--- src/rtl/polar_unwrap_bilinear_sampler_assert.svh ---
// Assertion macros for the polar unwrap sampler.
`ifndef POLAR_UNWRAP_BILINEAR_SAMPLER_ASSERT_SVH
`define POLAR_UNWRAP_BILINEAR_SAMPLER_ASSERT_SVH
`ifndef NO_ASSERTIONS
`define PUBS_ASSERT_IMP(lbl, ante, cons) \
  lbl: assert property (@(posedge clk) disable iff (!rst_n) (ante) |-> (cons)) \
    else $error("pubs assertion failed");
`define PUBS_ASSERT_DLY(lbl, ante, dly, cons) \
  lbl: assert property (@(posedge clk) disable iff (!rst_n) (ante) |-> ##dly (cons)) \
    else $error("pubs assertion failed");
`else
`define PUBS_ASSERT_IMP(lbl, ante, cons)
`define PUBS_ASSERT_DLY(lbl, ante, dly, cons)
`endif
`endif

--- src/rtl/pubs_pkg.sv ---
// Shared types, constants and the trig table builder for the polar unwrap sampler.
`default_nettype none
package pubs_pkg;

  localparam int MAX_WIDTH_DEF  = 1024;
  localparam int MAX_HEIGHT_DEF = 512;
  localparam int FRAC_BITS_DEF  = 8;

  localparam int ROM_FRAC   = 14;
  localparam int ROM_DEPTH  = 90;
  localparam int ROM_IDX_W  = 7;
  localparam int ROM_VAL_W  = 15;
  localparam int TRIG_W     = 16;
  localparam int ANGLE_W    = 9;
  localparam int RADIUS_W   = 10;
  localparam int COL_W      = 10;
  localparam int ROW_W      = 9;
  localparam int PIX_W      = 8;
  localparam int WREG_W     = 11;
  localparam int HREG_W     = 10;
  localparam int CFG_W      = 11;
  localparam int CFG_IDX_W  = 2;
  localparam int PROD_W     = 27;
  localparam int IDX_W      = 13;
  localparam int DIM_W      = 12;
  localparam int ANGLE_TURN = 360;
  localparam int ANGLE_QTR  = 90;

  localparam logic [CFG_IDX_W-1:0] CFG_CENTER_COL   = 2'd0;
  localparam logic [CFG_IDX_W-1:0] CFG_CENTER_ROW   = 2'd1;
  localparam logic [CFG_IDX_W-1:0] CFG_IMAGE_WIDTH  = 2'd2;
  localparam logic [CFG_IDX_W-1:0] CFG_IMAGE_HEIGHT = 2'd3;

  localparam logic [1:0] PATH_NEAR  = 2'd0;
  localparam logic [1:0] PATH_BILIN = 2'd1;
  localparam logic [1:0] PATH_CLAMP = 2'd2;

  localparam logic KIND_WRITE  = 1'b0;
  localparam logic KIND_SAMPLE = 1'b1;

  typedef struct packed {
    logic                kind;
    logic [ROW_W-1:0]    pixel_row;
    logic [COL_W-1:0]    pixel_col;
    logic [PIX_W-1:0]    pixel_value;
    logic [ANGLE_W-1:0]  angle_deg;
    logic [RADIUS_W-1:0] radius;
  } in_t;

  typedef struct packed {
    logic [PIX_W-1:0] sample;
    logic [1:0]       path;
  } out_t;

  typedef struct packed {
    logic valid;
    logic kind;
  } ctl_t;

  typedef logic [ROM_DEPTH-1:0][ROM_VAL_W-1:0] rom_t;

  function automatic int clog2_min1(input int v);
    return (v <= 2) ? 1 : $clog2(v);
  endfunction

  // Restoring division used only while the trig table is built at elaboration.
  function automatic longint unsigned udiv64(input longint unsigned num,
                                             input longint unsigned dvs);
    longint unsigned q, r;
    q = '0;
    r = '0;
    for (int i = 63; i >= 0; i--) begin
      r = {r[62:0], num[i]};
      if (r >= dvs) begin
        r = r - dvs;
        q[i] = 1'b1;
      end
    end
    return q;
  endfunction

  // Sine or cosine of whole degrees 0..89 in Q1.14, from a Q30 Taylor series.
  function automatic rom_t build_rom(input logic want_cos);
    rom_t tab;
    longint unsigned den, x, x2, ts, tc;
    longint s, c, v;
    int d, k;
    tab = '0;
    den = 64'd18000000;
    for (d = 0; d < ROM_DEPTH; d++) begin
      x = (64'(d) * 64'd314159) << 30;
      x = udiv64(x + (den >> 1), den);
      x2 = (x * x) >> 30;
      ts = x;
      tc = 64'd1 << 30;
      s = longint'(ts);
      c = longint'(tc);
      for (k = 1; k <= 10; k++) begin
        ts = udiv64((ts * x2) >> 30, 64'(2 * k) * 64'(2 * k + 1));
        tc = udiv64((tc * x2) >> 30, 64'(2 * k - 1) * 64'(2 * k));
        if ((k & 1) == 1) begin
          s = s - longint'(ts);
          c = c - longint'(tc);
        end else begin
          s = s + longint'(ts);
          c = c + longint'(tc);
        end
      end
      v = want_cos ? c : s;
      if (v < 0) v = 0;
      tab[d] = ROM_VAL_W'((64'(v) + 64'd32768) >> 16);
    end
    return tab;
  endfunction

endpackage
`default_nettype wire

--- src/rtl/pubs_blend.sv ---
// Bilinear blend: corner weights, weighted pixels, then the truncated sum.
`default_nettype none
module pubs_blend #(
  parameter int FRAC_BITS = pubs_pkg::FRAC_BITS_DEF
) (
  input  logic                            clk,
  input  logic                            rst_n,
  input  logic                            valid_i,
  input  logic [1:0]                      path_i,
  input  logic [FRAC_BITS-1:0]            fx_i,
  input  logic [FRAC_BITS-1:0]            fy_i,
  input  logic                            rx0_i,
  input  logic                            ry0_i,
  input  logic [3:0][pubs_pkg::PIX_W-1:0] pix_i,
  output logic                            out_valid,
  output pubs_pkg::out_t                  out_data
);

  localparam int WW = 2 * FRAC_BITS + 1;
  localparam int PW = WW + pubs_pkg::PIX_W;
  localparam int SW = PW + 2;
  localparam logic [FRAC_BITS:0] ONE = {1'b1, FRAC_BITS'(0)};

  logic [FRAC_BITS:0]   wx [2];
  logic [FRAC_BITS:0]   wy [2];
  logic [WW-1:0]        wt [4];
  logic [WW-1:0]        w_r [4];
  logic [pubs_pkg::PIX_W-1:0] p_r [4];
  logic [PW-1:0]        prod_r [4];
  logic [SW-1:0]        sum;
  logic                 v1_r, v2_r, out_valid_r;
  logic [1:0]           path1_r, path2_r;
  pubs_pkg::out_t       out_r;

  always_comb begin
    wx[0] = ONE - {1'b0, fx_i};
    wx[1] = {1'b0, fx_i};
    wy[0] = ONE - {1'b0, fy_i};
    wy[1] = {1'b0, fy_i};
    for (int dy = 0; dy < 2; dy++) begin
      for (int dx = 0; dx < 2; dx++) begin
        wt[dy*2+dx] = WW'(wy[dy]) * WW'(wx[dx]);
      end
    end
  end

  always_ff @(posedge clk) begin
    for (int dy = 0; dy < 2; dy++) begin
      for (int dx = 0; dx < 2; dx++) begin
        w_r[dy*2+dx] <= wt[dy*2+dx];
        p_r[dy*2+dx] <= pix_i[{ry0_i ^ dy[0], rx0_i ^ dx[0]}];
      end
    end
    // Zero-weight corners may come from pixels never written, so they are forced out.
    for (int i = 0; i < 4; i++) prod_r[i] <= (w_r[i] == '0) ? '0 : w_r[i] * p_r[i];
    out_r.sample <= sum[2*FRAC_BITS +: pubs_pkg::PIX_W];
    out_r.path   <= path2_r;
    path1_r <= path_i;
    path2_r <= path1_r;
  end

  always_comb begin
    sum = SW'(prod_r[0]) + SW'(prod_r[1]) + SW'(prod_r[2]) + SW'(prod_r[3]);
  end

  always_ff @(posedge clk) begin
    if (!rst_n) begin
      v1_r        <= 1'b0;
      v2_r        <= 1'b0;
      out_valid_r <= 1'b0;
    end else begin
      v1_r        <= valid_i;
      v2_r        <= v1_r;
      out_valid_r <= v2_r;
    end
  end

  assign out_valid = out_valid_r;
  assign out_data  = out_r;

endmodule
`default_nettype wire

--- config.mk ---
export PLATFORM = sky130hd
export DESIGN_NAME = pubs_blend
export DESIGN_NICKNAME = d
export VERILOG_FILES = /design/src/rtl/polar_unwrap_bilinear_sampler_assert.svh /design/src/rtl/pubs_pkg.sv /design/src/rtl/pubs_blend.sv
export SDC_FILE = /design/constraint.sdc
export NUM_CORES = 2
export LEC_CHECK = 0
export ABC_AREA = 1
export CAP_MARGIN = 25
export CORE_MARGIN = 4
export CORE_UTILIZATION = 40
export CTS_BUF_LIST = sky130_fd_sc_hd__clkbuf_2
export CTS_CLUSTER_SIZE = 25
export DETAILED_ROUTE_END_ITERATION = 10
export DONT_BUFFER_PORTS = 1
export SYNTH_ARGS = -nofsm -noshare
export SYNTH_HDL_FRONTEND = slang
export SYNTH_SLANG_ARGS = --single-unit
--- constraint.sdc ---
create_clock -name clk -period 5.95 [get_ports clk]
set_input_delay 0.2975 -clock clk [delete_from_list [all_inputs] [get_ports clk]]
set_output_delay 0.2975 -clock clk [all_outputs]
set_load 0.03 [all_outputs]
==> impl_metrics.env <==
export IMPL_async_flop_share=0
export IMPL_place_congestion=0.900
export IMPL_synth_warning_count=0
export IMPL_initial_core_util=0.404
export IMPL_fin_ws_ps=1170
export IMPL_drc=0
export IMPL_yosysUniqueCellTypes=37
export IMPL_syn_num_nets=5965
export IMPL_final_cell_mix="nand2_1 (1,385), inv_1 (1,299), fa_1 (565)"
export IMPL_criticalPathCategory="input pin to register"
export IMPL_worstMarginPinSlew_ps=994
export IMPL_pre_cts_ws_ps=945
export IMPL_yosysTopAreaCellShare=0.317
export IMPL_cts_buffer_depth=3
export IMPL_seq_area_frac_synth=0.117
export IMPL_final_common_cell="nand2_1"
export IMPL_first_pass_iters=6
export IMPL_rsz0062_at_grt="no"
export IMPL_drive_above_1_share=0.0324
export IMPL_maxSlewViolCount=0
export IMPL_dieArea_um2=94100
export IMPL_wl_per_cell_um=15.6
export IMPL_cts_max_level=3
export IMPL_worstPathArrival_ps=5670
export IMPL_max_freq_ghz=0.209
export IMPL_setup_tns_ps=0
export IMPL_fin_skew_ps=127
export IMPL_drtIter0Drc=2017
export IMPL_synth_edff_count=0
export IMPL_period_needed_ps=4780
export IMPL_grt_pass1_wl_um=162000
export IMPL_die_w_um=307
export IMPL_clkSinkCount=209
export IMPL_cts_tree="yes"
export IMPL_worstPathRequired_ps=6840
export IMPL_cts_root_buffer="clkbuf_2"
export IMPL_final_hold_viol_count=0
export IMPL_antenna_found_initial=7
export IMPL_grt_pass1_vias=30600
export IMPL_endpoint_kind="register"
export IMPL_synth_seq_cells=209
export IMPL_cts_made_buffers=66
export IMPL_antenna_left=0
export IMPL_die_height_um=307
export IMPL_rows=109
export IMPL_min_path_type="input pin to register"
export IMPL_via_per_inst=4.75
export IMPL_status="finished clean"
export IMPL_finalCritPeriodShare=0.803
export IMPL_ys_flop_type="dfxtp_1"
export IMPL_stdcell_area_um2=38700
export IMPL_clock_latency_ps=1070
export IMPL_syn_area_um2=35700
export IMPL_setup_viol=0
export IMPL_core_um2=88500
export IMPL_grt_overflow=0
export IMPL_ios=66
export IMPL_placed_area_um2=36600
export IMPL_num_nets_final=6007
export IMPL_wirelength_um=97800
export IMPL_grt_total_usage=0.215
export IMPL_crit_fanout=14
export IMPL_grt_max_degree=65
export IMPL_hpwl_um=79100
export IMPL_relSlewSlack=0.336
export IMPL_syn2layout_area_growth_pct=8.43
export IMPL_synth_top_area_cell="fa_1"
export IMPL_synth_cells=5003
export IMPL_cap_violations=0
export IMPL_numPortBuffers=0
export IMPL_startpoint_type="input pin"
export IMPL_avgSynthCellArea_um2=7.14
export IMPL_clk_pin_slew_ps=120
export IMPL_ys_top_cells_by_area="fa_1 (32%), nand2_1 (15%), inv_1 (14%)"
export IMPL_num_vias=29700
-- flip-flops by register name, indices dropped and copies added (netlist names) --
name	count
prod_r	96
w_r	64
p_r	32
out_data	10
path1_r	2
path2_r	2
out_valid	1
v1_r	1
v2_r	1
-- logic make-up (layout without fill, tap and decap cells) --
family,count (synthesis),count (layout),share of synthesized area
simple gates,2031,2031,0.226
buf+inv,1490,1581,0.157
fa+ha+maj,907,907,0.436
compound gates,288,288,0.0429
flops,209,209,0.117
xor+xnor,78,78,0.0202
other cells,0,7,0
-- final timing paths --
check | endpoint | cells after the start | slack (ps) | startpoint
hold / removal | w_r[0][2]$_DFF_P_ | 4 | 150 | fx_i[0]
setup / recovery | w_r[1][16]$_DFF_P_ | 20 | 1170 | fy_i[5]
hold reg to reg | out_data[0]$_DFF_P_ | 0 | 330 | path2_r[0]$_DFF_P_
setup reg to reg | prod_r[0][21]$_SDFF_PN0_ | 18 | 1200 | p_r[0][5]$_DFF_P_
-- metrics by stage --
stage,instances,hold WS (ps),util
after CTS,6259,3.25,0.437
after floorplan,5003,310,-
after global routing,6266,29.6,0.438
final,6266,146,0.438
after detailed placement,6001,314,0.413
after global placement,6001,311,0.413
-- metal layers --
metal / wire, um / GRT usage / up-vias
met1: 45100 / 0.298 / 14200
met2: 45200 / 0.360 / 797
met3: 5380 / 0.0288 / 142
met5: 13 / 0 / -
li1: - / - / 14600
met4: 2160 / 0.0514 / 2
-- layout make-up --
| type | count | area [um^2] |
|---|---|---|
| multi-input combinational | 3304 | 25900 |
| inverter | 1312 | 4920 |
| timing repair buffer | 152 | 1530 |
| clock inverter | 29 | 263 |
| sequential | 209 | 4190 |
| antenna | 7 | 17.5 |
| clock buffer | 88 | 440 |
| fill | 9129 | 49800 |
| tap | 1165 | 1460 |
-- repair_timing --
action | CTS | global route
hold buffers | 141 | 0
resized for setup | 0 | 0
hold endpoints to repair | 57 | 0
buffers inserted | 0 | 0
-- critical path, cell delays in order --
cell	delay, ps
dlygate4sd3_1	570
nor2_1	180
dlygate4sd3_1	570
nand3_1	60
nor2_1	340
inv_1	320
nor2_1	230
fa_1	470
fa_1	510
fa_1	490
inv_1	50
fa_1	480
inv_1	50
ha_1	340
nand2_1	160
o21bai_1	120
a21oi_1	220
nand2_1	70
nand2_1	60
nand2_1	40
-- synth_stat cells, types with 4 or more instances --
cell type,n
nor2_4,4
ha_1,342
xnor2_1,37
nor2_1,405
nand3_1,138
o21ai_0,69
nand3b_1,9
a21o_1,8
buf_1,5
a21oi_1,180
xor2_1,39
nor3_1,23
nand2_1,1385
and2_1,10
clkbuf_1,162
nor4_1,9
o21bai_1,22
inv_1,1299
nor2_2,22
buf_2,9
fa_1,565
a31oi_1,6
nand4_1,17
inv_2,11
dfxtp_1,209
Power is not shown: default switching activity piles up to over one toggle a cycle in this logic, so the estimate is an artifact.
