<file path="src/rtl/polar_unwrap_bilinear_sampler_assert.svh">
// Assertion macros for the polar unwrap sampler.
`ifndef POLAR_UNWRAP_BILINEAR_SAMPLER_ASSERT_SVH
`define POLAR_UNWRAP_BILINEAR_SAMPLER_ASSERT_SVH
`ifndef NO_ASSERTIONS
`define PUBS_ASSERT_IMP(lbl, ante, cons) \
  lbl: assert property (@(posedge clk) disable iff (!rst_n) (ante) |-> (cons)) \
    else $error("pubs assertion failed");
`define PUBS_ASSERT_DLY(lbl, ante, dly, cons) \
  lbl: assert property (@(posedge clk) disable iff (!rst_n) (ante) |-> ##dly (cons)) \
    else $error("pubs assertion failed");
`else
`define PUBS_ASSERT_IMP(lbl, ante, cons)
`define PUBS_ASSERT_DLY(lbl, ante, dly, cons)
`endif
`endif

</file>
<file path="src/rtl/pubs_pkg.sv">
// Shared types, constants and the trig table builder for the polar unwrap sampler.
`default_nettype none
package pubs_pkg;

  localparam int MAX_WIDTH_DEF  = 1024;
  localparam int MAX_HEIGHT_DEF = 512;
  localparam int FRAC_BITS_DEF  = 8;

  localparam int ROM_FRAC   = 14;
  localparam int ROM_DEPTH  = 90;
  localparam int ROM_IDX_W  = 7;
  localparam int ROM_VAL_W  = 15;
  localparam int TRIG_W     = 16;
  localparam int ANGLE_W    = 9;
  localparam int RADIUS_W   = 10;
  localparam int COL_W      = 10;
  localparam int ROW_W      = 9;
  localparam int PIX_W      = 8;
  localparam int WREG_W     = 11;
  localparam int HREG_W     = 10;
  localparam int CFG_W      = 11;
  localparam int CFG_IDX_W  = 2;
  localparam int PROD_W     = 27;
  localparam int IDX_W      = 13;
  localparam int DIM_W      = 12;
  localparam int ANGLE_TURN = 360;
  localparam int ANGLE_QTR  = 90;

  localparam logic [CFG_IDX_W-1:0] CFG_CENTER_COL   = 2'd0;
  localparam logic [CFG_IDX_W-1:0] CFG_CENTER_ROW   = 2'd1;
  localparam logic [CFG_IDX_W-1:0] CFG_IMAGE_WIDTH  = 2'd2;
  localparam logic [CFG_IDX_W-1:0] CFG_IMAGE_HEIGHT = 2'd3;

  localparam logic [1:0] PATH_NEAR  = 2'd0;
  localparam logic [1:0] PATH_BILIN = 2'd1;
  localparam logic [1:0] PATH_CLAMP = 2'd2;

  localparam logic KIND_WRITE  = 1'b0;
  localparam logic KIND_SAMPLE = 1'b1;

  typedef struct packed {
    logic                kind;
    logic [ROW_W-1:0]    pixel_row;
    logic [COL_W-1:0]    pixel_col;
    logic [PIX_W-1:0]    pixel_value;
    logic [ANGLE_W-1:0]  angle_deg;
    logic [RADIUS_W-1:0] radius;
  } in_t;

  typedef struct packed {
    logic [PIX_W-1:0] sample;
    logic [1:0]       path;
  } out_t;

  typedef struct packed {
    logic valid;
    logic kind;
  } ctl_t;

  typedef logic [ROM_DEPTH-1:0][ROM_VAL_W-1:0] rom_t;

  function automatic int clog2_min1(input int v);
    return (v <= 2) ? 1 : $clog2(v);
  endfunction

  // Restoring division used only while the trig table is built at elaboration.
  function automatic longint unsigned udiv64(input longint unsigned num,
                                             input longint unsigned dvs);
    longint unsigned q, r;
    q = '0;
    r = '0;
    for (int i = 63; i >= 0; i--) begin
      r = {r[62:0], num[i]};
      if (r >= dvs) begin
        r = r - dvs;
        q[i] = 1'b1;
      end
    end
    return q;
  endfunction

  // Sine or cosine of whole degrees 0..89 in Q1.14, from a Q30 Taylor series.
  function automatic rom_t build_rom(input logic want_cos);
    rom_t tab;
    longint unsigned den, x, x2, ts, tc;
    longint s, c, v;
    int d, k;
    tab = '0;
    den = 64'd18000000;
    for (d = 0; d < ROM_DEPTH; d++) begin
      x = (64'(d) * 64'd314159) << 30;
      x = udiv64(x + (den >> 1), den);
      x2 = (x * x) >> 30;
      ts = x;
      tc = 64'd1 << 30;
      s = longint'(ts);
      c = longint'(tc);
      for (k = 1; k <= 10; k++) begin
        ts = udiv64((ts * x2) >> 30, 64'(2 * k) * 64'(2 * k + 1));
        tc = udiv64((tc * x2) >> 30, 64'(2 * k - 1) * 64'(2 * k));
        if ((k & 1) == 1) begin
          s = s - longint'(ts);
          c = c - longint'(tc);
        end else begin
          s = s + longint'(ts);
          c = c + longint'(tc);
        end
      end
      v = want_cos ? c : s;
      if (v < 0) v = 0;
      tab[d] = ROM_VAL_W'((64'(v) + 64'd32768) >> 16);
    end
    return tab;
  endfunction

endpackage
`default_nettype wire

</file>
<file path="src/rtl/pubs_coord.sv">
// Coordinate pipeline: angle reduction, trig lookup, products, fixed point and clamping.
`default_nettype none
module pubs_coord #(
  parameter int MAX_WIDTH  = pubs_pkg::MAX_WIDTH_DEF,
  parameter int MAX_HEIGHT = pubs_pkg::MAX_HEIGHT_DEF,
  parameter int FRAC_BITS  = pubs_pkg::FRAC_BITS_DEF
) (
  input  logic                            clk,
  input  logic                            rst_n,
  input  pubs_pkg::ctl_t                  ctl_i,
  input  pubs_pkg::in_t                   item_i,
  input  logic [pubs_pkg::COL_W-1:0]      center_col,
  input  logic [pubs_pkg::ROW_W-1:0]      center_row,
  input  logic [pubs_pkg::DIM_W-1:0]      wm1,
  input  logic [pubs_pkg::DIM_W-1:0]      hm1,
  output pubs_pkg::ctl_t                  ctl_o,
  output pubs_pkg::in_t                   item_o,
  output logic [pubs_pkg::clog2_min1(MAX_WIDTH)-1:0]  rx_o,
  output logic [pubs_pkg::clog2_min1(MAX_HEIGHT)-1:0] ry_o,
  output logic [FRAC_BITS-1:0]            fx_o,
  output logic [FRAC_BITS-1:0]            fy_o,
  output logic [1:0]                      path_o
);

  localparam int CW  = pubs_pkg::clog2_min1(MAX_WIDTH);
  localparam int RW  = pubs_pkg::clog2_min1(MAX_HEIGHT);
  localparam int XFW = pubs_pkg::IDX_W + FRAC_BITS;
  localparam int PW  = pubs_pkg::PROD_W;
  localparam pubs_pkg::rom_t SIN_TAB = pubs_pkg::build_rom(1'b0);
  localparam pubs_pkg::rom_t COS_TAB = pubs_pkg::build_rom(1'b1);

  pubs_pkg::ctl_t ctl_r [5];
  pubs_pkg::in_t  item_r [5];

  logic [pubs_pkg::ANGLE_W-1:0]   ang_red;
  logic [1:0]                     quad_nxt, quad_r;
  logic [pubs_pkg::ROM_IDX_W-1:0] deg_nxt, deg_r;
  logic signed [pubs_pkg::TRIG_W-1:0] sv, cv, sn_nxt, cs_nxt, sn_r, cs_r;
  logic signed [PW-1:0] px_r, py_r, x14, y14;
  logic signed [XFW-1:0] xf_r, yf_r, xlim, ylim;
  logic signed [pubs_pkg::IDX_W-1:0] x1, y1, wm1s, hm1s;
  logic [FRAC_BITS-1:0] fx, fy;
  logic bil;
  logic [CW-1:0] rx_nxt, rx_r;
  logic [RW-1:0] ry_nxt, ry_r;
  logic [FRAC_BITS-1:0] fx_r, fy_r;
  logic [1:0] path_nxt, path_r;

  // Angle reduction and quadrant split.
  always_comb begin
    ang_red = (int'(item_i.angle_deg) >= pubs_pkg::ANGLE_TURN)
            ? item_i.angle_deg - pubs_pkg::ANGLE_W'(pubs_pkg::ANGLE_TURN) : item_i.angle_deg;
    if (int'(ang_red) < pubs_pkg::ANGLE_QTR) begin
      quad_nxt = 2'd0;
      deg_nxt  = pubs_pkg::ROM_IDX_W'(ang_red);
    end else if (int'(ang_red) < 2 * pubs_pkg::ANGLE_QTR) begin
      quad_nxt = 2'd1;
      deg_nxt  = pubs_pkg::ROM_IDX_W'(ang_red - pubs_pkg::ANGLE_W'(pubs_pkg::ANGLE_QTR));
    end else if (int'(ang_red) < 3 * pubs_pkg::ANGLE_QTR) begin
      quad_nxt = 2'd2;
      deg_nxt  = pubs_pkg::ROM_IDX_W'(ang_red - pubs_pkg::ANGLE_W'(2 * pubs_pkg::ANGLE_QTR));
    end else begin
      quad_nxt = 2'd3;
      deg_nxt  = pubs_pkg::ROM_IDX_W'(ang_red - pubs_pkg::ANGLE_W'(3 * pubs_pkg::ANGLE_QTR));
    end
  end

  // Quadrant symmetry applied to the first-quadrant table.
  always_comb begin
    sv = $signed({1'b0, SIN_TAB[deg_r]});
    cv = $signed({1'b0, COS_TAB[deg_r]});
    case (quad_r)
      2'd0: begin sn_nxt = sv;  cs_nxt = cv;  end
      2'd1: begin sn_nxt = cv;  cs_nxt = -sv; end
      2'd2: begin sn_nxt = -sv; cs_nxt = -cv; end
      default: begin sn_nxt = -cv; cs_nxt = sv; end
    endcase
  end

  always_comb begin
    x14 = $signed({(PW - pubs_pkg::COL_W - pubs_pkg::ROM_FRAC)'(0), center_col,
                   pubs_pkg::ROM_FRAC'(0)}) + px_r;
    y14 = $signed({(PW - pubs_pkg::ROW_W - pubs_pkg::ROM_FRAC)'(0), center_row,
                   pubs_pkg::ROM_FRAC'(0)}) - py_r;
  end

  // Split into integer and fraction, classify, and clamp the base pixel.
  always_comb begin
    x1   = xf_r[XFW-1:FRAC_BITS];
    y1   = yf_r[XFW-1:FRAC_BITS];
    fx   = xf_r[FRAC_BITS-1:0];
    fy   = yf_r[FRAC_BITS-1:0];
    wm1s = $signed({1'b0, wm1});
    hm1s = $signed({1'b0, hm1});
    xlim = $signed({1'b0, wm1, FRAC_BITS'(0)});
    ylim = $signed({1'b0, hm1, FRAC_BITS'(0)});
    bil  = (fx != '0) && (fy != '0) && (xf_r > 0) && (xf_r < xlim)
           && (yf_r > 0) && (yf_r < ylim);
    // The clamp below also gives the border rule, since floor and the compare agree.
    rx_nxt = x1[pubs_pkg::IDX_W-1] ? '0 : ((x1 > wm1s) ? CW'(wm1) : CW'(x1));
    ry_nxt = y1[pubs_pkg::IDX_W-1] ? '0 : ((y1 > hm1s) ? RW'(hm1) : RW'(y1));
    if (fx == '0 || fy == '0) path_nxt = pubs_pkg::PATH_NEAR;
    else if (bil)             path_nxt = pubs_pkg::PATH_BILIN;
    else                      path_nxt = pubs_pkg::PATH_CLAMP;
  end

  always_ff @(posedge clk) begin
    if (!rst_n) begin
      for (int i = 0; i < 5; i++) ctl_r[i] <= '0;
    end else begin
      ctl_r[0] <= ctl_i;
      for (int i = 1; i < 5; i++) ctl_r[i] <= ctl_r[i-1];
    end
  end

  always_ff @(posedge clk) begin
    item_r[0] <= item_i;
    for (int i = 1; i < 5; i++) item_r[i] <= item_r[i-1];
    quad_r <= quad_nxt;
    deg_r  <= deg_nxt;
    sn_r   <= sn_nxt;
    cs_r   <= cs_nxt;
    px_r   <= $signed({1'b0, item_r[1].radius}) * cs_r;
    py_r   <= $signed({1'b0, item_r[1].radius}) * sn_r;
    xf_r   <= XFW'(x14 >>> (pubs_pkg::ROM_FRAC - FRAC_BITS));
    yf_r   <= XFW'(y14 >>> (pubs_pkg::ROM_FRAC - FRAC_BITS));
    rx_r   <= rx_nxt;
    ry_r   <= ry_nxt;
    fx_r   <= (path_nxt == pubs_pkg::PATH_BILIN) ? fx : '0;
    fy_r   <= (path_nxt == pubs_pkg::PATH_BILIN) ? fy : '0;
    path_r <= path_nxt;
  end

  assign ctl_o  = ctl_r[4];
  assign item_o = item_r[4];
  assign rx_o   = rx_r;
  assign ry_o   = ry_r;
  assign fx_o   = fx_r;
  assign fy_o   = fy_r;
  assign path_o = path_r;

endmodule
`default_nettype wire

</file>
<file path="config.mk">
export PLATFORM = sky130hd
export DESIGN_NAME = pubs_coord
export DESIGN_NICKNAME = d
export VERILOG_FILES = /design/src/rtl/polar_unwrap_bilinear_sampler_assert.svh /design/src/rtl/pubs_pkg.sv /design/src/rtl/pubs_coord.sv
export SDC_FILE = /design/constraint.sdc
export NUM_CORES = 1
export LEC_CHECK = 0
export BUFFER_PORTS_ARGS = -buffer_cell sky130_fd_sc_hd__buf_4
export CAP_MARGIN = 5
export CORE_MARGIN = 8
export CORE_UTILIZATION = 62
export CTS_CLUSTER_SIZE = 40
export DETAILED_ROUTE_END_ITERATION = 7
export PLACE_DENSITY = 0.81
export REMOVE_ABC_BUFFERS = 1
export SLEW_MARGIN = 20
export SYNTH_ARGS = -nofsm -noshare
export SYNTH_HDL_FRONTEND = slang
export SYNTH_SLANG_ARGS = --single-unit
</file>
<file path="constraint.sdc">
create_clock -name clk -period 8.3 [get_ports clk]
set_input_delay 0.415 -clock clk [delete_from_list [all_inputs] [get_ports clk]]
set_output_delay 0.415 -clock clk [all_outputs]
set_load 0.005 [all_outputs]
</file>
==> flow_summary.toml, run 1 <==
[cells_and_area]
n_fill_cell = 3282
area_growth_pct = 11.6
nNetsFinal = 3648
postLayoutCoreUtil = 0.695
final_cells = 3712
drive_gt1_frac = 0.102

[logic_synthesis]
ys_types = 90
synth_edf_count = 0
synthCells = 2981
async_reset_ff_frac = 0
avgSynthCellArea_sq_um = 9.42
ys.warnings.count = 0
netlist_area_sq_mm = 0.0281
synth_fa_ha_area_frac = 0.291
ys_seq_area_frac = 0.310
yosys.area_share.simple = 0.140
ys_seq_elements = 435
synth_compound_area_frac = 0.113
synth_ff_type = "dfxtp_1"
synth-xor-area-share = 0.0371
synth_top_family_by_area = "adder cells"
muxShareOfSynthArea = 0.0121

[sta]
slew_headroom = 0.373
fin_crit_sh = 0.793
fmax_ghz = 0.152
fin_skew_ns = 0.0384
fin_hold_ws_ns = 0.0346
fin_setup_tns_ns = 0
slew_viol_final = 0
finalSetupViolations = 0
finalHoldViolations = 0
rsz0062_at_grt = "no"
worst_slew_pin_slew_ns = 0.937
period_minus_slack_ns = 6.58

[routing]
post_drt_via_cell_ratio = 5.72
drt_iter0_markers = 1796
ant_nets = 0
dr.pass1.iters = 7
drc = 0
wire_per_inst_um = 19.2
wirelength_um = 71200
vias = 21200

[global_route]
antenna_found_initial = 2
grt_max_degree = 64
grtUsageTotal = 0.272
grt_pass1_wl_um = 116000
grt_pass1_vias = 22100
gr-total-overflow = 0

[critical_path]
crit_path_start = "item_r[0][49]"
crit_path_start_kind = "register"
crit_type = "reg -> reg"
cp-endpoint = "px_r[26]"
required_ns = 8.80
r2r-start = "item_r[0][49]"
endpoint_kind = "register"
r2r_end = "px_r[26]"
reg2reg_depth = 22
worstPathMaxFanout = 24
cp.arrival_ns = 7.08
rrSetupSlack_ns = 1.72

[clock_network]
cts.sinks = 435
path_clk_slew_ns = 0.06
postCtsHoldBufs = 40
insertion_delay_ns = 0.59
cts_tree = "built"
cts_root_buf = "clkbuf_16"
cts_resized = 0
post_cts_buffers = 0
cts_buffers = 44
h-tree-depth = 2
cts_buffer_depth = 3

[place]
dp_cells = 3589
post-dp-hpwl_um = 51900
place_congestion = 0.982
port_buffers = 179

[die]
die_h_um = 229
core.rowCount = 78
io_pins = 180
core_sq_mm = 0.0451
dieArea_sq_mm = 0.0524
initial_utilization = 0.623
die_w_um = 229

[status]
status = "complete, no violations"

[flow_run]
drv_cap = 0

[min_path]
worstHoldPathType = "in -> reg"
## cell usage in the layout, fill, tap and decap left out, types with 32 or more instances in the layout
master,n
nand2b_1,32
fa_1,290
dfxtp_1,435
and2_1,174
nand3_1,33
o211ai_1,32
nor2_1,102
o21ai_0,92
buf_4,209
xnor2_1,81
dlygate4sd3_1,40
a21oi_1,110
ha_1,189
nand2_1,308
inv_1,450
clkbuf_16,44
nor3_1,41
xor2_1,35
## per-layer routing
metal,wire length (um),vias to the layer above,share of wire,GRT usage
met4,2890,2,0.041,0.109
met1,27900,10400,0.39,0.339
li1,-,9725,-,-
met2,35000,951,0.49,0.463
met5,12,-,0.00017,0
met3,5360,207,0.075,0.0484
## cell usage after synthesis (6+ instances only)
| cell type | number | area share |
|---|---|---|
| o211ai_1 | 32 | 0.0086 |
| clkbuf_1 | 105 | 0.014 |
| buf_4 | 50 | 0.013 |
| and2_1 | 175 | 0.039 |
| inv_1 | 450 | 0.060 |
| buf_2 | 30 | 0.0053 |
| a211o_1 | 11 | 0.0034 |
| nor4_1 | 9 | 0.0020 |
| ha_1 | 189 | 0.084 |
| a211oi_1 | 16 | 0.0043 |
| o22ai_1 | 8 | 0.0018 |
| nand3_1 | 33 | 0.0059 |
| o31ai_1 | 14 | 0.0037 |
| xnor2_1 | 83 | 0.026 |
| nor2_1 | 102 | 0.014 |
| a32oi_1 | 6 | 0.0019 |
| a21boi_0 | 9 | 0.0024 |
| nand4_1 | 8 | 0.0018 |
| and3_1 | 12 | 0.0027 |
| mux2i_1 | 25 | 0.0089 |
| fa_1 | 290 | 0.21 |
| a221oi_1 | 10 | 0.0031 |
| xor2_1 | 36 | 0.011 |
| a31oi_1 | 16 | 0.0036 |
| or3_1 | 19 | 0.0042 |
| nor2b_1 | 23 | 0.0051 |
| nand2b_1 | 32 | 0.0071 |
| dfxtp_1 | 435 | 0.31 |
| nand2_1 | 309 | 0.041 |
| nor3_1 | 41 | 0.0073 |
| buf_1 | 12 | 0.0016 |
| o221ai_1 | 8 | 0.0025 |
| a21oi_1 | 110 | 0.020 |
| a21o_1 | 25 | 0.0067 |
| o21ai_0 | 92 | 0.016 |
| o21a_1 | 15 | 0.0040 |
| a22oi_1 | 6 | 0.0016 |
| a311oi_1 | 11 | 0.0034 |
## final cells by class
class	instances	area, sq um	share of cell area
multi-input combinational	1892	16700	0.533
sequential	435	8710	0.278
timing repair buffer	249	1970	0.0628
inverter	453	1700	0.0543
clock buffer	57	1210	0.0386
tap	600	751	0.0240
clock inverter	24	305	0.00974
antenna	2	5.00	0.000160
## state kept, by name, indices dropped and copies added (netlist names), 9 cells and up
register,flops
sv,14
ctl_r,10
rx_o,10
yf_r,21
xf_r,21
ry_o,9
py_r,27
px_r,21
cv,15
cs_r,16
item_r,235
sn_r,16
## worst max-delay path: stages, from the launching register on
cell and delay [ns]:
dfxtp_1 0.51, buf_4 0.37, nand2_1 0.13, fa_1 0.51, fa_1 0.51, inv_1 0.05, fa_1 0.49, fa_1 0.49
inv_1 0.05, fa_1 0.47, inv_1 0.04, ha_1 0.31, o21a_1 0.11, o21ai_0 0.22, nor2_1 0.07, a211o_1 0.36
o31ai_1 0.38, a21boi_0 0.27, o211ai_1 0.31, a31oi_1 0.21, a211o_1 0.33, a21oi_1 0.19, xnor2_1 0.13
## per-stage QoR
step	instance area [sq um]	setup slack, ns
after floorplan	27100	2.29
after global placement	29400	1.98
after detailed placement	29400	1.71
after CTS	31300	1.69
after global routing	31300	1.15
final	31300	1.72
## worst min-delay path by stage
stage,startpoint,to,slack (ns),cells past startpoint
after floorplan,item_r[0][57],item_r[0][104],0.31,0
after global placement,item_r[0][21],item_r[0][68],0.31,0
after detailed placement,item_r[0][92],item_r[0][139],0.31,0
after CTS,item_i[13],item_r[0][13],0.005,1
after global routing,item_i[13],item_r[0][13],0.007,1
final,item_i[13],item_r[0][13],0.03,1
## logic make-up (layout without fill, tap and decap cells)
| logic type | count (synthesis) | after routing |
|---|---|---|
| compound gates | 467 | 467 |
| simple gates | 796 | 796 |
| other cells | 0 | 2 |
| mux | 31 | 31 |
| buf+inv | 654 | 783 |
| flops | 435 | 435 |
| xor+xnor | 119 | 119 |
| fa+ha+maj | 479 | 479 |
Power of run 1 is not shown: default switching activity piles up to over one toggle a cycle in this logic, so the estimate is an artifact.
==> inputs of run 2 (changes only) <==
ABC_AREA = 1   (was not set)
CORE_UTILIZATION = 56   (was 62)
PLACE_DENSITY = 0.77   (was 0.81)
clock period = 5.9 ns   (was 8.3 ns; I/O delays follow)
==> run 2 against run 1 <==
Effect of this change:
- core utilization down 5.8 points
- cell count up 18%
- fmax up 20%
- sequential share of layout area down 0.94 points
- synthesized cell count up 17%
- register-to-register slack worse by 1.3 ns
- critical endpoint is now px_r[25]
- highest routed layer is now met4
==> flow_summary.toml, run 2 <==
[status]
status = "complete, no violations"

[die]
io_pins = 180
core.rowCount = 83
dieArea_sq_mm = 0.0586
initial_utilization = 0.563
die_w_um = 242
core_sq_mm = 0.0509
die_h_um = 242

[routing]
dr.pass1.iters = 5
wire_per_inst_um = 16.1
wirelength_um = 70600
drc = 0
ant_nets = 0
vias = 22300
drt_iter0_markers = 1503
post_drt_via_cell_ratio = 5.10

[cells_and_area]
n_fill_cell = 4322
largest_register_ffs = 235
layout_common_cells = "nand2_1, inv_1, dfxtp_1"
num_antenna_cells = 0
area_growth_pct = 13.3
postLayoutCoreUtil = 0.637
reg.largest.list = "item_r x235, py_r x27"
drive_gt1_frac = 0.102
regMostFlops = "item_r"
layout_commonest_cell = "nand2_1"
nNetsFinal = 4234
multi_input_area_sq_mm = 0.0162
final_cell_area_sq_mm = 0.0324
regArea_sq_mm = 0.00871

[logic_synthesis]
ys_top_cells_by_count = "nand2_1, inv_1, dfxtp_1"
synth_area_leader_cell = "dfxtp_1"
ys.warnings.count = 0
synth_most_common_cell = "nand2_1"
synth_area_leaders = "dfxtp_1, fa_1, nand2_1"
synth_ff_type = "dfxtp_1"
synth.top_cell.area_share = 0.304
ys_seq_area_frac = 0.304
ys_types = 56
synthCells = 3493
synth_edf_count = 0
async_reset_ff_frac = 0
netlist_area_sq_mm = 0.0286
ys_seq_elements = 435
avgSynthCellArea_sq_um = 8.19

[global_route]
antenna_found_initial = 0
grt_pass1_wl_um = 115000
grt_pass1_vias = 22400
gr-total-overflow = 0
grt_max_degree = 62
grtUsageTotal = 0.238

[clock_network]
insertion_delay_ns = 0.57
cts_buffer_depth = 3
cts.sinks = 435
h-tree-depth = 2
cts_tree = "built"
cts_resized = 0
cts_root_buf = "clkbuf_16"
cts_buffers = 45
post_cts_buffers = 0
path_clk_slew_ns = 0.06

[place]
port_buffers = 179
place_area_sq_mm = 0.0302
post-dp-hpwl_um = 53900
place_congestion = 0.999

[sta]
fin_setup_tns_ns = 0
fin_skew_ns = 0.0145
period_minus_slack_ns = 5.48
fmax_ghz = 0.183
worst_slew_pin_slew_ns = 0.914
fin_crit_sh = 0.928
rsz0062_at_grt = "no"
slew_viol_final = 0
slew_headroom = 0.388
finalSetupViolations = 0
finalHoldViolations = 0

[flow_run]
drv_cap = 0

[min_path]
worstHoldPathType = "in -> reg"

[critical_path]
required_ns = 6.34
crit_path_start_kind = "register"
worstPathMaxFanout = 24
endpoint_kind = "register"
crit_type = "reg -> reg"
cp.arrival_ns = 5.91
[run 2: changes by cell type after synthesis, sizes merged, moves of 25 or more]
cell | previous run | this run
mux2i | 25 | 0
nand3 | 33 | 182
xor2 | 36 | 79
and2 | 175 | 0
nand2 | 311 | 882
nor2 | 104 | 137
xnor2 | 83 | 26
nor3 | 41 | 13
nand2b | 32 | 0
inv | 452 | 754
clkbuf | 105 | 71
[run 2: logic make-up (layout without fill, tap and decap cells)]
| family | after synthesis | count (layout) | synth area share |
|---|---|---|---|
| AOI/OAI and AO/OA | 302 | 302 | 0.0612 |
| xor gates and xnor gates | 105 | 105 | 0.0321 |
| adders and majority gates | 479 | 479 | 0.285 |
| buffers and inverters | 921 | 1126 | 0.131 |
| DFF | 435 | 435 | 0.304 |
| and+or+nand+nor | 1251 | 1251 | 0.186 |
[run 2: layer usage]
layer	track usage	part of all wire	vias up
li1	-	-	10800
met1	0.290	0.40	10600
met2	0.426	0.50	731
met3	0.0257	0.050	194
met4	0.0986	0.043	0
met5	0	0	-
[run 2: layout make-up]
class,instances,share of cell area
clock buffer,61,0.0400
clock inverter,23,0.00849
inverter,761,0.0883
multi-input combinational,2137,0.498
sequential,435,0.268
tap,680,0.0262
timing repair buffer,281,0.0704
[run 2: critical path, stage by stage (launching register included)]
cell      delay [ns]
dfxtp_1         0.33
buf_4           0.28
buf_4           0.25
nand2_1         0.10
fa_1            0.48
inv_1           0.23
fa_1            0.51
fa_1            0.48
fa_1            0.51
inv_1           0.05
fa_1            0.47
inv_1           0.04
ha_1            0.35
nand2_1         0.12
nor4_1          0.41
nand2_1         0.09
o211ai_1        0.32
nand2_1         0.07
o311ai_0        0.12
xor2_1          0.11
[run 2: through the flow]
step	setup WS [ns]	cells	hold slack, ns
2_1_floorplan	0.546	3333	0.310
3_3_place_gp	0.561	4224	0.310
3_5_place_dp	0.443	4224	0.312
4_1_cts	0.409	4378	0.00166
5_1_grt	0.0558	4378	0.0228
6_report	0.425	4378	0.0322
[run 2: repair_timing]
| item | CTS | global route |
|---|---|---|
| endpoints found under the setup margin | 0 | 0 |
| hold buffers | 70 | 0 |
| endpoints found under the hold margin | 75 | 0 |
[run 2: final timing paths]
check | depth (start not counted) | startpoint | slack [ns] | endpoint
worst max-delay path | 19 | item_r[0][50] | 0.42 | px_r[25]
worst min-delay path | 3 | wm1[9] | 0.03 | rx_o[9]
worst max register to register | 19 | item_r[0][50] | 0.42 | px_r[25]
worst min register to register | 0 | item_r[0][68] | 0.32 | item_r[0][115]
Power of run 2 is left out for the same reason.
==> inputs of run 3 (changes only) <==
ABC_AREA = not set   (was 1)
==> run 3 against run 2 <==
Effect of this change:
- global-route usage is 1.5 points higher
- worst hold slack better by 0.019 ns
- cell count down 11%
- worst setup slack got worse by 0.15 ns
- register-to-register slack worse by 0.15 ns
- non-clock buffer count increased by 88
- highest routed layer is now met5
==> flow_summary.toml, run 3 (same netlist as run 1, synthesis figures left out) <==
[die]
core_sq_mm = 0.0499
core.rowCount = 82
die_w_um = 240
die_h_um = 240
initial_utilization = 0.563
dieArea_sq_mm = 0.0576
io_pins = 180

[clock_network]
cts_buffer_depth = 3
cts.sinks = 435
cts_tree = "built"
insertion_delay_ns = 0.59
h-tree-depth = 2
path_clk_slew_ns = 0.06
cts_root_buf = "clkbuf_16"
cts_buffers = 45

[critical_path]
crit_path_top_delay_cell = "fa_1"
r2r_end = "px_r[26]"
rrSetupSlack_ns = 0.27
crit_path_start = "item_r[0][50]"
r2r-start = "item_r[0][50]"
crit_path_start_kind = "register"
worstPathMaxFanout = 7
slowest_delay_ns = 0.56
required_ns = 6.42
reg2reg_depth = 21
crit_path_frequent_cell = "fa_1"
endpoint_kind = "register"
crit_chain = "nand2_1, fa_1, fa_1, fa_1, inv_1, fa_1, inv_1, fa_1, inv_1, ha_1, o21a_1, o21ai_2, a21oi_1, a211o_1, o31ai_4, a21boi_1, o211ai_1, a31oi_1, a211o_1, a21oi_1, xnor2_1"
crit_type = "reg -> reg"
cp.arrival_ns = 6.14

[min_path]
worstHoldPathCells = 3
worstHoldPathType = "in -> reg"
hold_end = "ry_o[1]"
min_from = "hm1[1]"

[sta]
worst_slew_pin_slew_ns = 1.04
period_minus_slack_ns = 5.63
fmax_ghz = 0.178
finalHoldViolations = 0
rsz0062_at_grt = "no"
fin_crit_sh = 0.954
slew_headroom = 0.303
fin_skew_ns = 0.0198
finalSetupViolations = 0
setup_ws_ns = 0.274
slew_viol_final = 0

[routing]
drc = 0
post_drt_via_cell_ratio = 5.45
ant_nets = 0
wire_per_inst_um = 18.5
vias = 21300
wirelength_um = 72200
dr.pass1.iters = 6
drt_iter0_markers = 1495

[cells_and_area]
drive_gt1_frac = 0.129
layout_common_cells = "inv_1, dfxtp_1, nand2_1"
regMostFlops = "item_r"
reg.largest.list = "item_r x235, py_r x27"
layout_commonest_cell = "inv_1"
largest_register_ffs = 235
nNetsFinal = 3769
area_growth_pct = 16.2

[place]
dp_slack_ns = -0.144
port_buffers = 179
place_congestion = 0.973
post-dp-hpwl_um = 53700

[flow_run]
drv_cap = 0

[global_route]
grt_max_degree = 69
gr-total-overflow = 0
grt_pass1_wl_um = 118000
grt_pass1_vias = 22200
grtUsageTotal = 0.253
antenna_found_initial = 4

[status]
status = "complete, no violations"
[run 3: changes by cell type in the layout (fill, tap and decap cells not counted), moves of 20 or more]
cell	before	now
nor2b_1	0	23
and2_1	0	174
inv_1	731	450
a21o_1	5	25
buf_4	211	290
mux2i_1	0	25
nor3_1	13	41
xnor2_1	26	83
nor2_1	127	102
nand2b_1	0	32
nand2_1	846	308
nand3_1	171	33
xor2_1	79	35
[run 3: worst max-delay path by stage]
stage / end / slack [ns] / cells past startpoint
after global routing: px_r[26] / 0.01 / 23
after global placement: px_r[26] / -0.02 / 21
final: px_r[26] / 0.27 / 21
after CTS: py_r[25] / 0.03 / 21
after floorplan: px_r[26] / -0.11 / 21
after detailed placement: px_r[26] / -0.14 / 21
[run 3: per-stage QoR]
step	cells	TNS [ns]	utilization	cell area, sq um	hold slack, ns
2_1_floorplan	2780	-0.135	-	27100	0.310
3_3_place_gp	3752	-0.0234	0.606	30200	0.310
3_5_place_dp	3752	-0.229	0.606	30200	0.312
4_1_cts	3902	0	0.653	32600	0.00950
5_1_grt	3904	0	0.654	32600	0.0467
6_report	3904	0	0.654	32600	0.0509
[run 3: worst max-delay path: cells and delay by family, from the launching register on]
family / cells / cell delay [ns]
compound gates: 10 / 1.95
xor+xnor: 1 / 0.13
fa+ha+maj: 6 / 2.79
buf+inv: 3 / 0.15
flops: 1 / 0.43
simple gates: 1 / 0.10
[run 3: area by class of cell]
class                           count  area (sq um)
Fill cell                        3830         17200
Multi-Input combinational cell   1892         16700
Sequential cell                   435          8710
Timing Repair Buffer              369          3040
Inverter                          453          1700
Clock buffer                       59          1280
Tap cell                          672           841
Clock inverter                     23           357
Antenna cell                        1          2.50
[run 3: routing by layer]
metal  track usage  vias to the layer above  wire, um
li1              -                     9971         -
met1         0.313                    10300     28300
met2         0.438                      825     35700
met3        0.0430                      190      5240
met4         0.102                        4      2970
met5             0                        -        24
[run 3: repair_timing]
action,4_1_cts,5_1_grt
gates cloned,0,0
setup endpoints to repair,4,9
hold endpoints to repair,74,0
pin swaps,0,3
gates resized for setup,4,20
setup buffers,0,1
hold buffers,68,0
Power of run 3 is left out for the same reason.
